## src/sv/usd_pkg.sv

```systemverilog
package usd_pkg;

  localparam int unsigned CpWidth      = 21;
  localparam int unsigned DefQueueDepth = 4;

  localparam logic [7:0] ContMask  = 8'hC0;
  localparam logic [7:0] ContCode  = 8'h80;
  localparam logic [7:0] Lead2Mask = 8'hE0;
  localparam logic [7:0] Lead2Code = 8'hC0;
  localparam logic [7:0] Lead3Mask = 8'hF0;
  localparam logic [7:0] Lead3Code = 8'hE0;
  localparam logic [7:0] Lead4Mask = 8'hF8;
  localparam logic [7:0] Lead4Code = 8'hF0;

  localparam logic [2:0] SeqIdle = 3'd0;
  localparam logic [2:0] SeqLen2 = 3'd2;
  localparam logic [2:0] SeqLen3 = 3'd3;
  localparam logic [2:0] SeqLen4 = 3'd4;

  // One request's worth of results: n_flush invalid bytes, then an optional tail.
  typedef struct packed {
    logic [1:0]         n_flush;
    logic               has_tail;
    logic               tail_valid;
    logic [CpWidth-1:0] tail_cp;
    logic [2:0]         tail_cnt;
  } job_t;

endpackage

```

## src/sv/usd_front.sv

```systemverilog
module usd_front (
  input  logic          clk_i,
  input  logic          rst_ni,
  input  logic          push,
  input  logic          full,
  input  logic [7:0]    in_byte_i,
  output logic          job_push_o,
  output usd_pkg::job_t job_o
);
  import usd_pkg::*;

  logic [2:0]         seq_len_q, seq_len_d;
  logic [1:0]         cont_q, cont_d;
  logic [CpWidth-1:0] acc_q, acc_d;
  logic               pending;
  logic               is_cont;
  logic [1:0]         cont_inc;
  logic [CpWidth-1:0] acc_shift;

  assign pending   = (seq_len_q != SeqIdle);
  assign is_cont   = ((in_byte_i & ContMask) == ContCode);
  assign cont_inc  = cont_q + 2'd1;
  assign acc_shift = {acc_q[CpWidth-7:0], in_byte_i[5:0]};

  always_comb begin
    seq_len_d  = seq_len_q;
    cont_d     = cont_q;
    acc_d      = acc_q;
    job_o      = '0;
    if (push && !full) begin
      if (pending && is_cont) begin
        acc_d  = acc_shift;
        cont_d = cont_inc;
        if (({1'b0, cont_inc} + 3'd1) >= seq_len_q) begin
          job_o.has_tail   = 1'b1;
          job_o.tail_valid = 1'b1;
          job_o.tail_cp    = acc_shift;
          job_o.tail_cnt   = seq_len_q;
          seq_len_d        = SeqIdle;
          cont_d           = 2'd0;
          acc_d            = '0;
        end
      end else begin
        seq_len_d     = SeqIdle;
        cont_d        = 2'd0;
        acc_d         = '0;
        job_o.n_flush = pending ? cont_inc : 2'd0;
        if (in_byte_i == 8'h00) begin
          // end of string
        end else if (!in_byte_i[7]) begin
          job_o.has_tail   = 1'b1;
          job_o.tail_valid = 1'b1;
          job_o.tail_cp    = {{(CpWidth-8){1'b0}}, in_byte_i};
          job_o.tail_cnt   = 3'd1;
        end else if ((in_byte_i & Lead2Mask) == Lead2Code) begin
          seq_len_d = SeqLen2;
          acc_d     = {{(CpWidth-5){1'b0}}, in_byte_i[4:0]};
        end else if ((in_byte_i & Lead3Mask) == Lead3Code) begin
          seq_len_d = SeqLen3;
          acc_d     = {{(CpWidth-4){1'b0}}, in_byte_i[3:0]};
        end else if ((in_byte_i & Lead4Mask) == Lead4Code) begin
          seq_len_d = SeqLen4;
          acc_d     = {{(CpWidth-3){1'b0}}, in_byte_i[2:0]};
        end else begin
          job_o.has_tail = 1'b1;
          job_o.tail_cnt = 3'd1;
        end
      end
    end
  end

  assign job_push_o = job_o.has_tail || (job_o.n_flush != 2'd0);

  always_ff @(posedge clk_i or negedge rst_ni) begin
    if (!rst_ni) begin
      seq_len_q <= SeqIdle;
      cont_q    <= 2'd0;
      acc_q     <= '0;
    end else begin
      seq_len_q <= seq_len_d;
      cont_q    <= cont_d;
      acc_q     <= acc_d;
    end
  end

`ifndef SYNTHESIS
  a_seq_len_legal: assert property (@(posedge clk_i) disable iff (!rst_ni)
    seq_len_q == SeqIdle || seq_len_q == SeqLen2 || seq_len_q == SeqLen3 ||
    seq_len_q == SeqLen4)
    else $error("illegal pending sequence length");
  a_cont_bound: assert property (@(posedge clk_i) disable iff (!rst_ni)
    pending |-> ({1'b0, cont_q} + 3'd1 < seq_len_q))
    else $error("continuation count reached sequence length while pending");
`endif

endmodule

```

## src/sv/usd_fifo.sv

```systemverilog
module usd_fifo #(
  parameter int unsigned Depth = usd_pkg::DefQueueDepth
) (
  input  logic          clk_i,
  input  logic          rst_ni,
  input  logic          wr_i,
  input  usd_pkg::job_t wdata_i,
  input  logic          rd_i,
  output usd_pkg::job_t rdata_o,
  output logic          full_o,
  output logic          empty_o
);
  import usd_pkg::*;

  localparam int unsigned AddrW = (Depth > 1) ? $clog2(Depth) : 1;
  localparam int unsigned CntW  = $clog2(Depth + 1);

  job_t             mem_q [Depth];
  logic [AddrW-1:0] wptr_q, rptr_q;
  logic [CntW-1:0]  cnt_q;

  assign full_o  = (cnt_q == CntW'(Depth));
  assign empty_o = (cnt_q == '0);
  assign rdata_o = mem_q[rptr_q];

  always_ff @(posedge clk_i) begin
    if (wr_i) begin
      mem_q[wptr_q] <= wdata_i;
    end
  end

  always_ff @(posedge clk_i or negedge rst_ni) begin
    if (!rst_ni) begin
      wptr_q <= '0;
      rptr_q <= '0;
      cnt_q  <= '0;
    end else begin
      if (wr_i) begin
        wptr_q <= (wptr_q == AddrW'(Depth - 1)) ? '0 : wptr_q + 1'b1;
      end
      if (rd_i) begin
        rptr_q <= (rptr_q == AddrW'(Depth - 1)) ? '0 : rptr_q + 1'b1;
      end
      if (wr_i && !rd_i) begin
        cnt_q <= cnt_q + 1'b1;
      end else if (rd_i && !wr_i) begin
        cnt_q <= cnt_q - 1'b1;
      end
    end
  end

`ifndef SYNTHESIS
  a_no_overflow: assert property (@(posedge clk_i) disable iff (!rst_ni)
    full_o |-> !wr_i)
    else $error("job queue write while full");
  a_no_underflow: assert property (@(posedge clk_i) disable iff (!rst_ni)
    empty_o |-> !rd_i)
    else $error("job queue read while empty");
`endif

endmodule

```

## src/sv/usd_back.sv

```systemverilog
module usd_back (
  input  logic                        clk_i,
  input  logic                        rst_ni,
  input  usd_pkg::job_t               job_i,
  input  logic                        job_empty_i,
  output logic                        job_rd_o,
  input  logic                        pop,
  output logic                        empty,
  output logic [usd_pkg::CpWidth-1:0] codepoint_o,
  output logic                        is_valid_o,
  output logic [2:0]                  byte_count_o,
  output logic                        last_of_run_o
);
  import usd_pkg::*;

  logic               out_vld_q;
  logic [1:0]         idx_q;
  logic [2:0]         total;
  logic               is_flush;
  logic               is_last;
  logic               load;
  logic [CpWidth-1:0] cp_q;
  logic               vld_q;
  logic [2:0]         cnt_q;
  logic               last_q;

  assign total    = {1'b0, job_i.n_flush} + {2'b00, job_i.has_tail};
  assign is_flush = (idx_q < job_i.n_flush);
  assign is_last  = (({1'b0, idx_q} + 3'd1) == total);
  assign load     = !job_empty_i && (!out_vld_q || pop);
  assign job_rd_o = load && is_last;

  always_ff @(posedge clk_i) begin
    if (load) begin
      cp_q   <= is_flush ? '0 : job_i.tail_cp;
      vld_q  <= is_flush ? 1'b0 : job_i.tail_valid;
      cnt_q  <= is_flush ? 3'd1 : job_i.tail_cnt;
      last_q <= is_last;
    end
  end

  always_ff @(posedge clk_i or negedge rst_ni) begin
    if (!rst_ni) begin
      out_vld_q <= 1'b0;
      idx_q     <= 2'd0;
    end else begin
      if (load) begin
        out_vld_q <= 1'b1;
        idx_q     <= is_last ? 2'd0 : idx_q + 2'd1;
      end else if (pop) begin
        out_vld_q <= 1'b0;
      end
    end
  end

  assign empty         = !out_vld_q;
  assign codepoint_o   = cp_q;
  assign is_valid_o    = vld_q;
  assign byte_count_o  = cnt_q;
  assign last_of_run_o = last_q;

`ifndef SYNTHESIS
  a_idx_in_job: assert property (@(posedge clk_i) disable iff (!rst_ni)
    !job_empty_i |-> ({1'b0, idx_q} < total))
    else $error("result index past end of job");
  a_invalid_zero: assert property (@(posedge clk_i) disable iff (!rst_ni)
    (out_vld_q && !vld_q) |-> (cp_q == '0 && cnt_q == 3'd1))
    else $error("invalid result with nonzero payload");
`endif

endmodule

```

## src/sv/utf8_stream_decoder.sv

```systemverilog
// UTF-8 stream decoder: one raw byte is taken per cycle while full is low, and
// each byte yields zero to four results (code point, valid flag, byte count,
// last-of-run marker). A front stage tracks the pending multi-byte sequence and
// turns each byte with results into a job; a job queue of QueueDepth entries
// feeds a back stage that puts the results out one per cycle while its output
// register is empty or popped. Plain text sustains one byte per cycle while
// results are popped; a byte that cuts off a pending sequence gives up to four
// results, so the result port sets the rate during error bursts. A zero byte
// ends the string and gives results only for a sequence it cuts off.
module utf8_stream_decoder #(
  parameter int unsigned QueueDepth = usd_pkg::DefQueueDepth
) (
  input  logic                        clk_i,
  input  logic                        rst_ni,
  input  logic                        push,
  output logic                        full,
  input  logic [7:0]                  in_byte_i,
  output logic                        empty,
  input  logic                        pop,
  output logic [usd_pkg::CpWidth-1:0] codepoint_o,
  output logic                        is_valid_o,
  output logic [2:0]                  byte_count_o,
  output logic                        last_of_run_o
);
  import usd_pkg::*;

  job_t job_in, job_out;
  logic job_push, job_rd, job_empty;

  usd_front u_front (
    .clk_i      (clk_i),
    .rst_ni     (rst_ni),
    .push       (push),
    .full       (full),
    .in_byte_i  (in_byte_i),
    .job_push_o (job_push),
    .job_o      (job_in)
  );

  usd_fifo #(
    .Depth (QueueDepth)
  ) u_fifo (
    .clk_i   (clk_i),
    .rst_ni  (rst_ni),
    .wr_i    (job_push),
    .wdata_i (job_in),
    .rd_i    (job_rd),
    .rdata_o (job_out),
    .full_o  (full),
    .empty_o (job_empty)
  );

  usd_back u_back (
    .clk_i         (clk_i),
    .rst_ni        (rst_ni),
    .job_i         (job_out),
    .job_empty_i   (job_empty),
    .job_rd_o      (job_rd),
    .pop           (pop),
    .empty         (empty),
    .codepoint_o   (codepoint_o),
    .is_valid_o    (is_valid_o),
    .byte_count_o  (byte_count_o),
    .last_of_run_o (last_of_run_o)
  );

endmodule

```

## config.mk

```make
export PLATFORM = sky130hd
export DESIGN_NAME = utf8_stream_decoder
export DESIGN_NICKNAME = d
export VERILOG_FILES = /design/src/sv/usd_pkg.sv /design/src/sv/usd_front.sv /design/src/sv/usd_fifo.sv /design/src/sv/usd_back.sv /design/src/sv/utf8_stream_decoder.sv
export SDC_FILE = /design/constraint.sdc
export NUM_CORES = 1
export LEC_CHECK = 0
export BUFFER_PORTS_ARGS = -buffer_cell sky130_fd_sc_hd__buf_2
export CAP_MARGIN = 20
export CELL_PAD_IN_SITES_DETAIL_PLACEMENT = 0
export CELL_PAD_IN_SITES_GLOBAL_PLACEMENT = 1
export CORE_AREA = 4 4 99 148
export DETAILED_ROUTE_END_ITERATION = 16
export DIE_AREA = 0 0 103 152
export GPL_TIMING_DRIVEN = 1
export HOLD_SLACK_MARGIN = 0.06
export PLACE_DENSITY_LB_ADDON = 0.1
export SLEW_MARGIN = 20
export SYNTH_ARGS = -nofsm -noshare
export SYNTH_HDL_FRONTEND = slang
export SYNTH_SLANG_ARGS = --single-unit
```

## constraint.sdc

```tcl
create_clock -name clk_i -period 4 [get_ports clk_i]
set_input_delay 0.2 -clock clk_i [delete_from_list [all_inputs] [get_ports clk_i]]
set_output_delay 0.2 -clock clk_i [all_outputs]
set_load 0.01 [all_outputs]
```

==> results.md, run 1 <==
* # fillers at 1049
* Hold_sp: in_byte_i[4]
* PnR Total Power at 5.97 mW
* IO buf count at 39
* Power Internal at 4.22 mW
* Part of the cycle the worst path needs at 82.8%
* RR Startpoint: u_fifo.rptr_q[0]
* Most frequent cells in the layout: edfxtp_1, buf_2, dfrtp_1
* Routability Congestion at 0.875
* Worst slew pin tran at 803 ps
* Clock power share at 27.6%
* #FFs+latches synth at 168
* Post-Syn Nets at 410
* Fin crit period at 3310 ps
* Initial Util at 50.9%
* Die Area at 15700 um^2
* Routed WL at 12.2 mm
* DRT iter0 DRCs at 140
* CP Max Fanout at 8
* Worst-skew pair later-pin latency at 410 ps
* Worst hold slack at 84.6 ps
* Clock sink count at 168
* Comb pwr share at 28.3%
* Detailed placement HPWL at 7.78 mm
* WP data required at 4300 ps
* Number of synthesized flops with an enable pin at 138
* Antenna Cells at 0
* Grt total ovfl at 0
* Crit Path Class: flop to flop
* Layout cells sized above 1 at 27.3%
* Max Fclk at 302 MHz
* Final WS setup at 690 ps
* Final setup skew at 10.0 ps
* Clock Tree Root: clkbuf_16
* Antenna viol nets, final at 0
* Reg2reg setup slack at 690 ps
* Layout area overhead at 15.5%
* FP Rows at 52
* Fin. max-slew vios at 0
* First-pass GRT wire length at 19.8 mm
* Hold Path Sink: u_front.seq_len_q[0]
* Core area at 13400 um^2
* Worst hold path type: input pin to flop
* TritonRoute pass-1 iters at 4
* Die Span X at 103 um
* Worst-path clk slew at 70 ps
* Setup_tns at 0 ps
* Final setup violating endpoints at 0
* Synth Instances at 383
* R2R Path End: u_fifo.cnt_q[1]
* Vias in the first global route at 3652
* Clk buf depth at 2
* Post-synth top area share at 60.7%
* Post CTS Setup Buffer Count at 0
* Post-synth ARST share at 17.9%
* Finished Cell Area at 7880 um^2
* Sw Share at 29.2%
* Num CTS Buffers at 17
* Synth Area per Inst at 17.8 um^2
* Area after DPL at 7240 um^2
* Synth area leaders: edfxtp_1, dfrtp_1, mux4_2, ha_1, nor2b_1
* Register area share after synthesis at 71.7%
* Commonest non-fill, non-tap cell in the layout: edfxtp_1
* Max-cap violations at 0
* Max rail drop VDD at 0.000482 V
* Largest net degree at the start of global routing at 31
* Initial antenna violation count at 0
* YS warnings at 0
* Tot GR Track Use at 17.1%
* Wire per inst at 19.9 um
* CP endpoint kind: flop
* Startpoint Class: flop
* Reg2reg path depth at 10
* Status: finished, final reports clean
* Leak pwr at 2.92 nW
* Count of unique library cells instantiated by Yosys at 47
* Final hold violation count at 0
* Pwr Density at 757 nW/um^2
* Die Ht at 152 um
* Clock tree from TritonCTS: built
* CP arrival at 3610 ps
* Relative slew slack at 46.5%
* Post-layout nets at 469
* # IOs at 40
* DR vias/cell at 5.59
* Largest area contributor in the netlist: edfxtp_1
* Mapped cell area at 6830 um^2
* Unrepaired setup endpoints after global routing: no
* H-tree depth at 4
* Routed via count at 3451
* Main flop type after synthesis: edfxtp_1
* DRC Markers at 0
* Cell count of the worst hold path at 2
* Setup WS pre-CTS at 644 ps
* NetSw at 1.74 mW
* Worst setup path start: u_fifo.rptr_q[0]
* Sequential share of power at 44.1%
routing by layer:
layer | routed length, um | up-vias | global-route usage (%)
li1 | - | 1581 | -
met1 | 5130 | 1786 | 21.8
met2 | 6600 | 69 | 29.1
met3 | 316 | 15 | 3.17
met4 | 199 | 0 | 5.86
met5 | 0 | - | 0
what timing repair did:
action,CTS,global route
hold endpoints to repair,33,0
gates resized for setup,0,0
hold buffers,4,0
worst max-delay path by stage:
stage	endpoint	slack [ps]
2_1_floorplan	u_fifo.cnt_q[1]	550
3_3_place_gp	u_fifo.cnt_q[1]	730
3_5_place_dp	u_fifo.cnt_q[1]	640
4_1_cts	u_fifo.cnt_q[1]	660
5_1_grt	u_fifo.cnt_q[1]	430
6_report	u_fifo.cnt_q[1]	690
kinds of logic after synthesis:
| logic type | synth area share [%] |
|---|---|
| AO/OA/AOI/OAI | 4.36 |
| flip-flops | 71.7 |
| multiplexers | 10.0 |
| buffers and inverters | 1.78 |
| adder cells (fa/ha/maj) | 2.86 |
| AND/OR/NAND/NOR | 8.39 |
| XOR/XNOR | 0.898 |
power groups by stage:
stage | Sequential [mW] | Combinational (mW) | Clock [mW]
global route | 2.68 | 1.90 | 1.76
floorplan | 2.69 | 1.16 | 0
global placement | 2.65 | 1.72 | 0
CTS | 2.64 | 1.75 | 1.68
detailed placement | 2.67 | 1.75 | 0
finish | 2.63 | 1.69 | 1.65
cell type report:
type,count,area (um^2),share of cell area (%)
flip-flops and latches,168,4900,62.1
multi-input cells,189,1810,23.0
clock buffers,18,429,5.44
repair buffers,53,323,4.10
well taps,162,203,2.57
clock inverters,14,173,2.19
inverters,13,48.8,0.619
registers in the layout, summed over array words and instances, names as in the netlist:
signal	flops
u_back.byte_count_o	3
u_back.codepoint_o	21
u_back.idx_q	2
u_back.is_valid_o	1
u_back.last_of_run_o	1
u_back.out_vld_q	1
u_fifo.cnt_q	3
u_fifo.mem_q	112
u_fifo.rptr_q	2
u_fifo.wptr_q	2
u_front.acc_q	15
u_front.cont_q	2
u_front.seq_len_q	3
worst max-delay path, stage by stage, from the launching register on:
cell     delay, ps
dfrtp_2        480
mux4_2         540
ha_1           220
ha_1           280
xor2_1         140
nor3_1         350
nand2_1        200
ha_1           260
inv_1           70
fa_1           400
mux2_2         260
metrics by stage:
| step | cells | utilization, % |
|---|---|---|
| 2_1_floorplan | 383 | - |
| 3_3_place_gp | 581 | 54.0 |
| 3_5_place_dp | 581 | 54.0 |
| 4_1_cts | 617 | 58.8 |
| 5_1_grt | 617 | 58.8 |
| 6_report | 617 | 58.8 |
synth_stat cells (2+ instances only):
master and instances:
xor2_1 5, o21a_1 2, nand2b_1 2, nor2b_1 26
ha_1 14, a21oi_1 2, a21o_1 3, and2_2 4
edfxtp_1 138, o21ai_0 8, buf_2 6, a22o_1 12
and2_1 20, mux2_2 2, inv_1 13, buf_4 2
buf_1 2, xnor2_1 2, nand3_1 2, nand2_1 16
nor2_1 12, mux4_2 28, dfrtp_1 30, mux2_4 2
nor3_1 7, o41ai_1 2
Note: power is estimated with default switching activity, not from simulation.
==> run 2: changes to the inputs <==
Settings changed: CORE_AREA 4 4 99 148 to 4 4 104 155, DIE_AREA 0 0 103 152 to 0 0 108 159.
Clock period 4 ns to 2.97 ns, I/O delays scaled along.
==> results.md, run 2 (synthesized netlist as in run 1, its figures left out) <==
* Status: finished, final reports clean
* Critical Path Max Stage Delay at 410 ps (-130 ps)
* Final cell count without fillers at 660 (+7.0%)
* Routed via count at 3369 (-2.4%)
* Most frequent cells in the layout: edfxtp_1, buf_2, dfrtp_1
* Pwr Density at 1020 nW/um^2 (+35%)
* DR vias/cell at 5.10 (-8.7%)
* Worst hold slack at 81.8 ps (-2.75 ps)
* Final setup violating endpoints at 0 (unchanged)
* CP Max Fanout at 6 (-2)
* Routed WL at 12.6 mm (+2.7%)
* Crit Path Class: flop to flop
* First-pass GRT wire length at 20.6 mm (+4.0%)
* Initial antenna violation count at 0 (unchanged)
* Post-layout nets at 478 (+1.9%)
* CP bufs+invs at 3 (+2)
* Die Ht at 159 um (+4.6%)
* Num CTS Buffers at 17 (unchanged)
* Worst-skew pair later-pin latency at 410 ps (about the same)
* Most flop-heavy register: u_fifo.mem_q
* Fin crit period at 2860 ps (-447 ps)
* Final hold violation count at 0 (unchanged)
* Die Span X at 108 um (+4.9%)
* Layout cells sized above 1 at 30.6% (+3.4 points)
* H-tree depth at 4 (unchanged)
* Relative slew slack at 52.7% (+6.3 points)
* Clock Tree Root: clkbuf_16
* Wire per inst at 19.1 um (-4.0%)
* Tot GR Track Use at 16.0% (-1.1 points)
* Max rail drop VDD at 0.000548 V (+14%)
* Fin. max-slew vios at 0 (unchanged)
* Unrepaired setup endpoints after global routing: no
* Clk buf depth at 2 (unchanged)
* Max Fclk at 349 MHz (+16%)
* Vias in the first global route at 3662 (+0.27%)
* Largest net degree at the start of global routing at 31 (unchanged)
* Die Area at 17200 um^2 (+9.7%)
* Slowest CP cell: fa_2
* TritonRoute pass-1 iters at 4 (unchanged)
* Layout area overhead at 17.9%
* Max-cap violations at 0 (unchanged)
* WP data required at 3270 ps (-1030 ps)
* CP endpoint kind: flop
* Cell count after placement at 617 (+6.2%)
* Clock sink count at 168 (unchanged)
* Part of the cycle the worst path needs at 96.4% (+14 points)
* Initial Util at 46.6% (-4.4 points)
* # fillers at 1175 (+12%)
* # IOs at 40 (unchanged)
* Routability Congestion at 0.852 (-2.6%)
* Antenna Cells at 0 (unchanged)
* DRT iter0 DRCs at 135 (-3.6%)
* Delay-heaviest family, CP: adder cells
* CP arrival at 3170 ps (-440 ps)
* Final setup skew at 9.21 ps (-0.821 ps)
* DRC Markers at 0 (unchanged)
* CP most frequent cell: buf_4
* Worst-path clk slew at 70 ps (about the same)
* Commonest non-fill, non-tap cell in the layout: edfxtp_1
* Worst slew pin tran at 709 ps (-93.8 ps)
* Grt total ovfl at 0 (unchanged)
* Detailed placement HPWL at 8.03 mm (+3.2%)
* IO buf count at 39 (unchanged)
* Leak pwr at 2.96 nW (+1.5%)
* Antenna viol nets, final at 0 (unchanged)
* Crit path cell chain: buf_4 -> buf_4 -> xor2_1 -> ha_1 -> nand2_1 -> o21ai_2 -> o221a_4 -> a41o_4 -> ha_4 -> inv_2 -> fa_2 -> mux2_2
* Core area at 14700 um^2 (+9.4%)
* Clock tree from TritonCTS: built
* Number of flip-flops in the largest register at 112 (unchanged)
* FP Rows at 54 (+3.8%)
* Setup_tns at 0 ps (unchanged)
* Startpoint Class: flop
* Worst hold path type: input pin to flop
* PnR Total Power at 8.20 mW (+37%)
run 2: final timing paths:
path                       slack [ps]              start                    to  cells past startpoint
min reg2reg                       480    u_fifo.cnt_q[2]       u_fifo.cnt_q[2]                      1
max in group asynchronous        2160             rst_ni      u_fifo.rptr_q[0]                      2
max reg2reg                       110  u_front.cont_q[0]       u_fifo.cnt_q[1]                     12
max                               110  u_front.cont_q[0]       u_fifo.cnt_q[1]                     12
min in group asynchronous         320             rst_ni      u_fifo.wptr_q[1]                      2
min                                80       in_byte_i[6]  u_front.seq_len_q[1]                      3
run 2: layout make-up:
cell class / instances / area, um^2 / share of cell area [%]
clock inverters: 15 / 165 / 2.05
flip-flops and latches: 168 / 4900 / 60.9
repair buffers: 62 / 385 / 4.79
inverters: 13 / 48.8 / 0.607
well taps: 196 / 245 / 3.05
clock buffers: 17 / 425 / 5.29
multi-input cells: 189 / 1880 / 23.4
run 2: routing by layer:
metal	up-vias	GRT usage [%]	routed length [um]	part of all wire, %
li1	1601	-	-	-
met1	1698	20.5	5420	43
met2	55	27.2	6650	53
met3	15	3.00	340	2.7
met4	0	5.46	170	1.4
met5	-	0	0	0
run 2: tightest hold or removal path, cell delays in order:
cell     delay, ps
buf_2          140
nand3_1         90
o21ai_0         70
run 2: metrics by stage:
step | instance area (um^2) | worst slack (ps) | util, %
CTS | 7980 | 2.60 | 54.4
detailed placement | 7320 | 5.62 | 49.9
global route | 8050 | 1.05 | 54.9
global placement | 7320 | 55.7 | 49.9
finish | 8050 | 107 | 54.9
floorplan | 6870 | -199 | -
run 2: where the power goes:
group / internal [mW] / total (mW) / switching [mW]
sequential: 3.32 / 3.52 / 0.199
combinational: 1.16 / 2.47 / 1.31
clock: 1.26 / 2.21 / 0.948
run 2: timing repair:
action / 4_1_cts / 5_1_grt
hold endpoints to repair: 37 / 0
pin swaps: 0 / 3
gates resized for setup: 1 / 9
hold buffers: 7 / 0
buffers inserted: 0 / 4
endpoints found under the setup margin: 15 / 86
==> run 3: changes to the inputs <==
Settings changed: CORE_AREA 4 4 104 155 to 4 4 102 152, CTS_BUF_LIST set to sky130_fd_sc_hd__clkbuf_2, DIE_AREA 0 0 108 159 to 0 0 106 156.
Clock period 2.97 ns to 2.6 ns, I/O delays scaled along.
==> results.md, run 3 (synthesized netlist as in run 1, its figures left out) <==
* Pwr Density at 1060 nW/um^2 (+4.0%)
* DRT iter0 DRCs at 206 (+53%)
* Vias in the first global route at 3844 (+5.0%)
* CP bufs+invs at 1 (-2)
* Fin crit period at 2830 ps (-34.5 ps)
* Tot GR Track Use at 17.9% (+1.9 points)
* Hold Path Sink: u_back.out_vld_q
* Status: finished with violations
* Clock sink count at 168 (unchanged)
* Post-layout nets at 511 (+6.9%)
* Max-cap violations at 0 (unchanged)
* Final hold violation count at 0 (unchanged)
* WP data required at 3220 ps (-50 ps)
* Cell count of the worst hold path at 3 (unchanged)
* Delay-heaviest family, CP: adder cells
* Worst-path clk slew at 260 ps (+190 ps)
* Routed via count at 3645 (+8.2%)
* Most frequent cells in the layout: edfxtp_1, buf_2, dfrtp_1
* Worst-skew pair later-pin latency at 690 ps (+280 ps)
* Cell count after placement at 621 (+0.65%)
* Final cell count without fillers at 690 (+4.5%)
* Routability Congestion at 0.841 (-1.3%)
* Worst hold path type: input pin to flop
* CP arrival at 3450 ps (+280 ps)
* Slowest CP cell: mux4_2
* First-pass GRT wire length at 21.8 mm (+6.1%)
* CP Max Fanout at 4 (-2)
* Part of the cycle the worst path needs at 109% (+12 points)
* Routed WL at 14.2 mm (+13%)
* Max Fclk at 354 MHz (+1.2%)
* H-tree depth at 4 (unchanged)
* Die Area at 16500 um^2 (-3.7%)
* DRC Markers at 0 (unchanged)
* Final WS setup at -228 ps (-335 ps)
* Antenna viol nets, final at 0 (unchanged)
* Critical Path Max Stage Delay at 560 ps (+150 ps)
* Largest net degree at the start of global routing at 31 (unchanged)
* Clock power share at 14.2% (-13 points)
* NetSw at 2.88 mW (+17%)
* Clk buf depth at 2 (unchanged)
* Grt total ovfl at 0 (unchanged)
* Failing checks: negative setup slack
* Worst hold slack at 124 ps (+42.2 ps)
* Crit Path Class: flop to flop
* Sequential share of power at 47.0% (+4.1 points)
* Fin. max-slew vios at 0 (unchanged)
* Initial Util at 48.6% (+2.0 points)
* Wire per inst at 20.6 um (+8.0%)
* Leak pwr at 2.99 nW (+1.0%)
* Reg2reg setup slack at -230 ps (-340 ps)
* Startpoint Class: flop
* TritonRoute pass-1 iters at 5 (+1)
* CP endpoint kind: flop
* Final setup violating endpoints at 2 (+2)
* Clock tree from TritonCTS: built
* Die Ht at 156 um (-1.9%)
* Commonest non-fill, non-tap cell in the layout: edfxtp_1
* Crit path cell chain: mux4_2 -> ha_4 -> ha_4 -> xor2_2 -> nor3_2 -> nand2_2 -> ha_4 -> inv_2 -> fa_2 -> mux2_4
* Initial antenna violation count at 1 (+1)
* Clock Tree Root: clkbuf_2
* Detailed placement HPWL at 8.42 mm (+4.8%)
* Setup_tns at -382 ps (-382 ps)
* Max rail drop VDD at 0.000814 V (+49%)
* PnR Total Power at 8.53 mW (+4.0%)
* Power Internal at 5.64 mW (-1.6%)
* Unrepaired setup endpoints after global routing: yes
* Hold_sp: pop
* Num CTS Buffers at 17 (unchanged)
* Layout cells sized above 1 at 35.0% (+4.4 points)
* Layout area overhead at 17.9% (about the same)
* # IOs at 40 (unchanged)
* CP most frequent cell: ha_4
* Comb pwr share at 38.7% (+8.6 points)
* Final setup skew at 42.7 ps (+33.5 ps)
* Worst slew pin tran at 599 ps (-110 ps)
* Number of flip-flops in the largest register at 112 (unchanged)
* IO buf count at 39 (unchanged)
* Relative slew slack at 59.8% (+7.1 points)
* Reg2reg path depth at 10 (-2)
* DR vias/cell at 5.28 (+3.5%)
* R2R Path End: u_fifo.cnt_q[1]
* Core area at 14100 um^2 (-4.1%)
* FP Rows at 53 (-1.9%)
* Most flop-heavy register: u_fifo.mem_q
* Die Span X at 106 um (-1.9%)
* Sw Share at 33.8% (+3.8 points)
* RR Startpoint: u_fifo.rptr_q[0]
run 3: changes by cell type in the layout (fill, tap and decap cells not counted), sizes merged:
cell / before / now
diode: 0 / 1
buf: 55 / 72
and2: 24 / 33
clkinv: 4 / 6
clkinvlp: 3 / 2
bufinv: 2 / 0
dlygate4sd3: 7 / 14
inv: 19 / 20
run 3: per-layer routing:
layer	part of all wire [%]	track usage, %	up-vias
met5	0	0	-
met4	0.93	5.00	0
met3	3.0	3.35	9
met2	57	34.0	84
met1	39	20.5	1877
li1	-	-	1675
run 3: area by class of cell:
cell class / instances / area (um^2)
fillers: 1141 / 6010
flip-flops and latches: 168 / 4900
multi-input cells: 198 / 1990
repair buffers: 86 / 674
well taps: 192 / 240
clock inverters: 15 / 115
clock buffers: 17 / 85.1
inverters: 13 / 48.8
diodes: 1 / 2.50
run 3: power groups by stage:
stage	clock, mW	combinational [mW]	sequential (mW)
floorplan	0	1.93	4.14
finish	1.21	3.30	4.01
detailed placement	0	2.95	4.08
CTS	1.25	3.07	4.01
global route	1.38	3.59	4.07
global placement	0	2.92	4.05
run 3: how the worst max path moves through the flow:
| stage | slack (ps) | startpoint | cells after the start | endpoint |
|---|---|---|---|---|
| after floorplan | -540 | u_fifo.rptr_q[0] | 12 | u_fifo.cnt_q[1] |
| after global placement | -170 | u_fifo.rptr_q[0] | 10 | u_fifo.cnt_q[1] |
| after detailed placement | -200 | u_front.cont_q[0] | 12 | u_fifo.cnt_q[1] |
| after CTS | -220 | u_fifo.rptr_q[0] | 12 | u_fifo.cnt_q[2] |
| after global routing | -330 | u_fifo.rptr_q[0] | 10 | u_fifo.cnt_q[1] |
| final | -230 | u_fifo.rptr_q[0] | 10 | u_fifo.cnt_q[1] |
run 3: timing repair:
action	4_1_cts	5_1_grt
cloned	4	5
hold buffers	15	0
pin swaps	4	11
setup endpoints to repair	115	171
endpoints found under the hold margin	89	0
buffers inserted	0	12
resized for setup	6	14
run 3: worst min-delay path: stages:
cell and delay [ps]:
dlygate4sd3_1 520, buf_2 100, o21ai_0 60
run 3: stage by stage:
step	util, %	setup slack (ps)	instance area [um^2]
floorplan	-	-541	6890
global placement	52.6	-168	7390
detailed placement	52.6	-204	7390
CTS	55.4	-223	7790
global route	57.2	-334	8050
finish	57.2	-228	8050
